[config.mk]
export PLATFORM = sky130hd
export DESIGN_NAME = sorted_min_priority_queue_unit
export DESIGN_NICKNAME = d
export VERILOG_FILES = /design/src/rtl/smpq_pkg.sv /design/src/rtl/smpq_cell.sv /design/src/rtl/sorted_min_priority_queue_unit.sv
export SDC_FILE = /design/constraint.sdc
export NUM_CORES = 2
export LEC_CHECK = 0
export BUFFER_PORTS_ARGS = -buffer_cell sky130_fd_sc_hd__buf_2
export CORE_ASPECT_RATIO = 2
export CORE_MARGIN = 2
export CORE_UTILIZATION = 50
export CTS_CLUSTER_SIZE = 30
export DETAILED_ROUTE_END_ITERATION = 12
export GPL_TIMING_DRIVEN = 0
export PLACE_DENSITY = 0.78
export SLEW_MARGIN = 20
export SYNTH_ARGS = -nofsm -noshare
export SYNTH_HDL_FRONTEND = slang
export SYNTH_HIERARCHICAL = 1
export SYNTH_SLANG_ARGS = --single-unit
export TNS_END_PERCENT = 5
[constraint.sdc]
create_clock -name clk -period 5.4 [get_ports clk]
set_input_delay 0.81 -clock clk [delete_from_list [all_inputs] [get_ports clk]]
set_output_delay 0.81 -clock clk [all_outputs]
set_load 0.02 [all_outputs]
[src/rtl/smpq_pkg.sv]
package smpq_pkg;

	// Number of entries the queue holds.
	localparam int unsigned CAPACITY = 16;

	// Width of the internal fill count, wide enough to hold CAPACITY itself.
	localparam int unsigned CNT_W = $clog2(CAPACITY + 1);

	localparam int unsigned VAL_W = 32;
	localparam int unsigned ENTRY_COUNT_W = 5;

	typedef enum logic {
		CMD_INSERT = 1'b0,
		CMD_DELETE = 1'b1
	} cmd_t;

	typedef enum logic [1:0] {
		ST_OK    = 2'd0,
		ST_EMPTY = 2'd1,
		ST_FULL  = 2'd2
	} status_t;

	// Operation broadcast to every cell in the chain.
	typedef struct packed {
		logic insert;
		logic shift_left;
	} cell_ctrl_t;

endpackage

[src/rtl/smpq_cell.sv]
module smpq_cell
	import smpq_pkg::*;
(
	input  logic                     clk,
	input  cell_ctrl_t               ctrl,
	input  logic signed [VAL_W-1:0]  value,
	input  logic                     occupied,
	input  logic signed [VAL_W-1:0]  left_entry,
	input  logic                     left_gt,
	input  logic signed [VAL_W-1:0]  right_entry,
	output logic signed [VAL_W-1:0]  entry,
	output logic                     gt
);

	logic signed [VAL_W-1:0] entry_q;
	logic signed [VAL_W-1:0] entry_d;

	// An empty cell counts as greater, so a new value lands after all held ones.
	assign gt = !occupied || (entry_q > value);

	// Insert: the first greater cell takes the value and every cell after it
	// takes its left neighbor. Delete: every cell takes its right neighbor.
	always_comb begin
		entry_d = entry_q;
		if (ctrl.insert) begin
			if (left_gt) begin
				entry_d = left_entry;
			end else if (gt) begin
				entry_d = value;
			end
		end else if (ctrl.shift_left) begin
			entry_d = right_entry;
		end
	end

	always_ff @(posedge clk) begin
		entry_q <= entry_d;
	end

	assign entry = entry_q;

endmodule

[src/rtl/sorted_min_priority_queue_unit.sv]
// Sorted min-priority queue built as a chain of cells, one entry per cell.
//
// Command channel: cmd_valid / cmd_stall carry command (0 insert, 1 delete
// minimum) and value. Result channel: res_valid / res_stall carry
// removed_value, status and entry_count. Every command gives one result.
//
// All cells compare their entry with the incoming value in parallel and
// shift their neighbor's entry in the same cycle. An item's result sits in
// the output register from the next cycle on. The queue takes one item per
// cycle while the receiver keeps up.
//
// When the receiver stalls, the waiting result holds and cmd_stall rises
// until it is taken, so no more than one result is ever pending.
//
// Reset (arst_n low) empties the queue and drops any pending result. The
// cell contents are not cleared; cells beyond the fill count are never read.
// An insert into a full queue is dropped with status full; a delete from an
// empty queue returns 0 with status empty.
module sorted_min_priority_queue_unit
	import smpq_pkg::*;
(
	input  logic                           clk,
	input  logic                           arst_n,
	input  logic                           cmd_valid,
	output logic                           cmd_stall,
	input  logic                           command,
	input  logic signed [VAL_W-1:0]        value,
	output logic                           res_valid,
	input  logic                           res_stall,
	output logic signed [VAL_W-1:0]        removed_value,
	output logic [1:0]                     status,
	output logic [ENTRY_COUNT_W-1:0]       entry_count
);

	logic                    accept;
	logic                    full;
	logic                    empty;
	logic                    ins_ok;
	logic                    del_ok;
	logic [CNT_W-1:0]        count_q;
	logic [CNT_W-1:0]        count_d;
	logic                    res_valid_q;
	logic signed [VAL_W-1:0] removed_q;
	status_t                 status_q;
	status_t                 status_d;
	logic [CNT_W-1:0]        res_count_q;
	cell_ctrl_t              ctrl;

	logic signed [VAL_W-1:0] entries [CAPACITY];
	logic                    gts     [CAPACITY];

	// Handshake and operation decode.
	assign cmd_stall = res_valid_q && res_stall;
	assign accept    = cmd_valid && !cmd_stall;
	assign full      = (count_q == CNT_W'(CAPACITY));
	assign empty     = (count_q == '0);
	assign ins_ok    = accept && (command == CMD_INSERT) && !full;
	assign del_ok    = accept && (command == CMD_DELETE) && !empty;

	assign ctrl.insert     = ins_ok;
	assign ctrl.shift_left = del_ok;

	// Chain of cells; cell 0 holds the minimum.
	for (genvar i = 0; i < CAPACITY; i++) begin : g_cell
		logic signed [VAL_W-1:0] left_e;
		logic                    left_g;
		logic signed [VAL_W-1:0] right_e;
		logic                    occ;

		assign occ = (CNT_W'(i) < count_q);

		if (i == 0) begin : g_first
			assign left_e = value;
			assign left_g = 1'b0;
		end else begin : g_mid
			assign left_e = entries[i-1];
			assign left_g = gts[i-1];
		end

		if (i == CAPACITY - 1) begin : g_last
			assign right_e = entries[i];
		end else begin : g_inner
			assign right_e = entries[i+1];
		end

		smpq_cell u_cell (
			.clk         (clk),
			.ctrl        (ctrl),
			.value       (value),
			.occupied    (occ),
			.left_entry  (left_e),
			.left_gt     (left_g),
			.right_entry (right_e),
			.entry       (entries[i]),
			.gt          (gts[i])
		);
	end

	// Fill count update.
	always_comb begin
		count_d = count_q;
		if (ins_ok) begin
			count_d = count_q + CNT_W'(1);
		end else if (del_ok) begin
			count_d = count_q - CNT_W'(1);
		end
	end

	// Status of the accepted item.
	always_comb begin
		status_d = ST_OK;
		if (command == CMD_INSERT) begin
			if (full) begin
				status_d = ST_FULL;
			end
		end else if (empty) begin
			status_d = ST_EMPTY;
		end
	end

	always_ff @(posedge clk or negedge arst_n) begin
		if (!arst_n) begin
			count_q     <= '0;
			res_valid_q <= 1'b0;
		end else begin
			count_q <= count_d;
			if (accept) begin
				res_valid_q <= 1'b1;
			end else if (!res_stall) begin
				res_valid_q <= 1'b0;
			end
		end
	end

	// Result register payload.
	always_ff @(posedge clk) begin
		if (accept) begin
			removed_q   <= del_ok ? entries[0] : '0;
			status_q    <= status_d;
			res_count_q <= count_d;
		end
	end

	assign res_valid     = res_valid_q;
	assign removed_value = removed_q;
	assign status        = status_q;
	assign entry_count   = ENTRY_COUNT_W'(res_count_q);

	// The fill count never passes the capacity.
	a_count_bound: assert property (@(posedge clk) disable iff (!arst_n)
		count_q <= CNT_W'(CAPACITY))
		else $error("fill count exceeds capacity");

	// The fill count moves only when an item is accepted.
	a_count_stable: assert property (@(posedge clk) disable iff (!arst_n)
		!accept |=> $stable(count_q))
		else $error("fill count changed without an accepted item");

	// A full status is only reported with the queue at capacity.
	a_full_count: assert property (@(posedge clk) disable iff (!arst_n)
		(res_valid_q && status_q == ST_FULL) |-> (res_count_q == CNT_W'(CAPACITY)))
		else $error("full status with queue not at capacity");

	// An empty status comes with an empty queue and a zero value.
	a_empty_zero: assert property (@(posedge clk) disable iff (!arst_n)
		(res_valid_q && status_q == ST_EMPTY) |-> (res_count_q == '0 && removed_q == '0))
		else $error("empty status with entries or a nonzero value");

endmodule

# Word-level counts from Yosys, hierarchy flattened
# Cells that the tools add are included.
[word_totals]
regBits = 557
output_inout_bits = 41
in_bits = 37
word_cells = 201
[op_classes]
bitwise = 1
n_eq_ne = 17
magnitude_cmp = 32
addsub = 2
reduce_logical = 60
muxes = 68
[ops]
columns = ["operator", "count"]
rows = [
  ["$mux W32", 61],
  ["$gt A32 B32 Y1", 16],
  ["$ne A3 B1 Y1 const B", 14],
  ["$lt A4 B5 Y1 const A", 8],
  ["$reduce_and A2 Y1", 16],
  ["$lt A3 B5 Y1 const A", 4],
  ["$logic_not A1 Y1", 19],
  ["$logic_or A1 B1 Y1", 16],
  ["$lt A1 B5 Y1 const A", 2],
  ["$lt A2 B5 Y1 const A", 2],
  ["$mux W5", 2],
  ["$logic_and A1 B1 Y1", 6],
  ["$add A5 B1 Y5 const B", 1],
  ["$eq A5 B5 Y1 const B", 1],
  ["$logic_not A5 Y1", 1],
  ["$sub A5 B1 Y5 const B", 1],
  ["$mux W2", 2],
  ["$ne A2 B1 Y1 const B", 2],
  ["$reduce_bool A2 Y1", 2],
  ["$mux W1", 3],
  ["$not A1 Y1", 1],
]

# Longest topological paths before layout
[logic_depth]
ltp_word = 7
depth_mapped = 13
depth_no_buf = 12

# Modules after synthesis
# Netlist, hierarchy kept.
[modules_own_cells]
columns = ["mod", "n_inst", "seq_area_each_um2", "area_each_um2", "cells_per_inst"]
rows = [
  ["smpq_cell", 16, 960.9, 2514.9, 269],
  ["sorted_min_priority_queue_unit", 1, 1321.3, 1988.2, 141],
]

# Worst setup path before layout
# No wires, ideal clock.
[synth_timing]
kind = "in2reg"
from = "input port value[31]"
to = "register g_cell[1].u_cell.entry_q[0], enable pin"
required_ns = 4.939
arrival_ns = 4.800
setup_time_ns = 0.461
stages = 12
n_path_buf = 1
slack_ns = 0.138
cell_sequence = "inv_1 ha_1 nand4_4 nor4_4 nor3b_2 a211oi_1 o21ai_0 clkbuf_1 nor2b_1 nand3_1 a2111oi_0 nor3_1"
[synth_via]
elab_chain_cells = 4
elab_cells_between_ends = 6
cone_classes = "order compare (2); eq/ne (1); reduce/logical (3)"
[synth_rtl]
columns = ["item", "line_no", "rtl"]
rows = [
  ["start: declaration", "sorted_min_priority_queue_unit.sv:27", "input logic signed [VAL_W-1:0] value,"],
  ["$gt A32 B32 Y1", "smpq_cell.sv:19", "assign gt = !occupied || (entry_q > value);"],
  ["$logic_or A1 B1 Y1", "smpq_cell.sv:19", ""],
  ["net g_cell[1].left_g", "sorted_min_priority_queue_unit.sv:66", "logic left_g;"],
  ["$ne A3 B1 Y1 (no line)", "--", ""],
  ["$reduce_and A2 Y1 (no line)", "--", ""],
  ["end signal: assignment", "smpq_cell.sv:37", "entry_q <= entry_d;"],
  ["end: declaration", "smpq_cell.sv:15", "logic signed [VAL_W-1:0] entry_q;"],
]
# The timed path passes the listed nets, and every way through them passes these cells.
# A chain may end at the register's enable or synchronous reset.

# Worst setup path in the final report
[layout_timing]
from = "input port value[7]"
to = "register g_cell[14].u_cell.entry_q[4], enable pin"
[layout_via]
elab_chain_cells = 4
elab_cells_between_ends = 6
cone_classes = "order compare (2); eq/ne (1); reduce/logical (3)"
[layout_rtl]
columns = ["item", "line_no"]
rows = [
  ["$gt A32 B32 Y1", "smpq_cell.sv:19"],
  ["$logic_or A1 B1 Y1", "smpq_cell.sv:19"],
  ["net g_cell[14].left_g", "sorted_min_priority_queue_unit.sv:66"],
  ["$ne A3 B1 Y1 (no line)", "--"],
  ["$reduce_and A2 Y1 (no line)", "--"],
  ["end signal: assignment", "smpq_cell.sv:37"],
  ["end: declaration", "smpq_cell.sv:15"],
]
# The timed path passes the listed nets, and every way through them passes these cells.

==> out/qor.yml <==
max_slew.worst_pin.slew_ns: 1.05
netlist_area_um2: 42200
crit_path_start: "value[7]"
vias: 33800
syn_nets: 4994
post_drt_wl_per_cell_um: 20.4
worstSetupPathType: "primary input to flop"
n_fill_cell: 7338
maxCapViolations: 0
drive_gt1_share_pct: 7.22
cp-start-kind: "primary input"
grt_pass1_vias: 35300
place_congestion: 0.911
reg2reg_depth: 14
avgSynthCellArea_um2: 9.50
timing.final.crit_share_pct: 94.5
row_count: 150
r2r_start: "g_cell[13].u_cell/entry[7]$_DFFE_PP_"
place_area_um2: 44400
route.detailed.drc: 0
final_area_um2: 46200
hpwl_um: 92700
grtUsageTotal_pct: 26.4
status: "completed"
finClkSkew_ns: 0.0237
hold_class: "primary input to async pin"
slew_viol_final: 0
grt_pass1_wl_um: 180000
place_ws_ns: -0.0209
slowest_delay_ns: 0.93
area_growth_pct: 9.36
ys_warn_count: 6
holdWs_ns: 0.0418
fp.dieH_um: 415
power.leakage_nw: 21.9
dieArea_um2: 86900
drt_iter0_markers: 2086
cts_tree: "yes"
vias_per_cell: 5.90
maxSlewHeadroom_pct: 29.7
clock_sinks: 557
regArea_um2: 16700
crit_chain: "buf_2, inv_1, ha_1, a21oi_1, o21ai_0, a221oi_1, nor3b_2, a211oi_1, o21ai_0, clkbuf_1, nor2b_1, nand3_1, a2111oi_0, nor3_2, buf_4, buf_4"
p_per_area_nw_per_um2: 360
root_buffer: "clkbuf_16"
rsz0062_at_grt: "no"
critical_path.max_fanout: 33
io_buffers: 77
grt_max_degree: 34
vdd_drop_max_v: 0.000293
hold_viol_final: 0
post_cts_buffers: 0
utilization_pct: 55.3
die_x_um: 209
clkTransAtPathRegs_ns: 0.07
wl_um: 117000
num_io_pins: 78
total_power_mw: 16.6
overflow: 0
cts.path.max_buffers: 3
setup_ws_ns: 0.295
core_region_area_um2: 83500
ant_nets: 0
critPathRequiredTime_ns: 5.80
clkLatencyLatePin_ns: 0.65
setup_viol: 0
syn_inst: 4441
multi_input_area_um2: 22700
cp.arrival_ns: 5.50
fin_crit_ns: 5.11
critPathSlowestCell: "a221oi_1"
cts_buffers: 54
max_freq_ghz: 0.196
antenna_found_initial: 3
critPathCaptureType: "flop"
h-tree-depth: 2
cts_hold_buf: 0
start_util_pct: 50.5
nets: 5179
cts_resized: 0
drtPass1Iterations: 6
path summary, 6_finish.rpt:
path                                                             end  slack (ns)
max in group asynchronous                      res_valid$_DFFE_PN0P_        5.13
worst min-delay path                            count_q[4]$_DFF_PN0_        0.04
worst max register to register  g_cell[14].u_cell/entry[4]$_DFFE_PP_        0.65
min in group clk                               res_valid$_DFFE_PN0P_        0.38
worst max-delay path            g_cell[14].u_cell/entry[4]$_DFFE_PP_        0.29
worst min register to register       removed_value[29]$_SDFFCE_PN0N_        0.59
area by class of cell:
cell class | instances | area share, %
multi-input combinational | 3133 | 49.2
sequential | 557 | 36.2
inverter | 567 | 4.61
clock buffer | 64 | 3.05
tap | 1064 | 2.88
timing repair buffer | 129 | 1.73
buffer | 184 | 1.68
clock inverter | 33 | 0.713
antenna | 1 | 0.00542
critical path, delay by kind of cell:
| family | cells | cell delay, ns |
|---|---|---|
| AO/OA/AOI/OAI | 6 | 2.22 |
| buffers and inverters | 5 | 1.35 |
| AND/OR/NAND/NOR | 4 | 0.75 |
| adder cells (fa/ha/maj) | 1 | 0.35 |
placed cells by master (no fill, tap or decap), types with 49 or more instances in the layout:
master / n
edfxtp_1: 551
nand3_1: 97
clkbuf_1: 138
nor2_1: 548
ha_1: 516
buf_2: 128
a21oi_1: 737
nand2_1: 150
buf_4: 49
nand4_1: 127
inv_1: 566
o21ai_0: 115
mux2i_1: 513
clkbuf_16: 54
registers in the layout, indices dropped and copies added, names as in the netlist:
name and flops:
res_valid 1, removed_value 32, count_q 5, status 2, g_cell.u_cell/entry 512, entry_count 5
metrics by stage:
step            TNS, ns  instances
2_1_floorplan         0       4441
3_3_place_gp   -1193.16       5582
3_5_place_dp     -0.201       5634
4_1_cts               0       5731
5_1_grt               0       5732
6_report              0       5732
layer usage:
metal	wire (um)	track usage (%)	vias to the layer above
met2	62100	50.5	1086
met3	4220	2.83	551
met5	29	0	-
met1	36500	22.7	15900
li1	-	-	16300
met4	13900	27.5	4
power by group:
group / switching (mW) / internal (mW)
logic: 3.91 / 2.50
registers: 0.563 / 5.74
clock network: 1.75 / 2.14
Note: power is estimated with default switching activity, not from simulation.
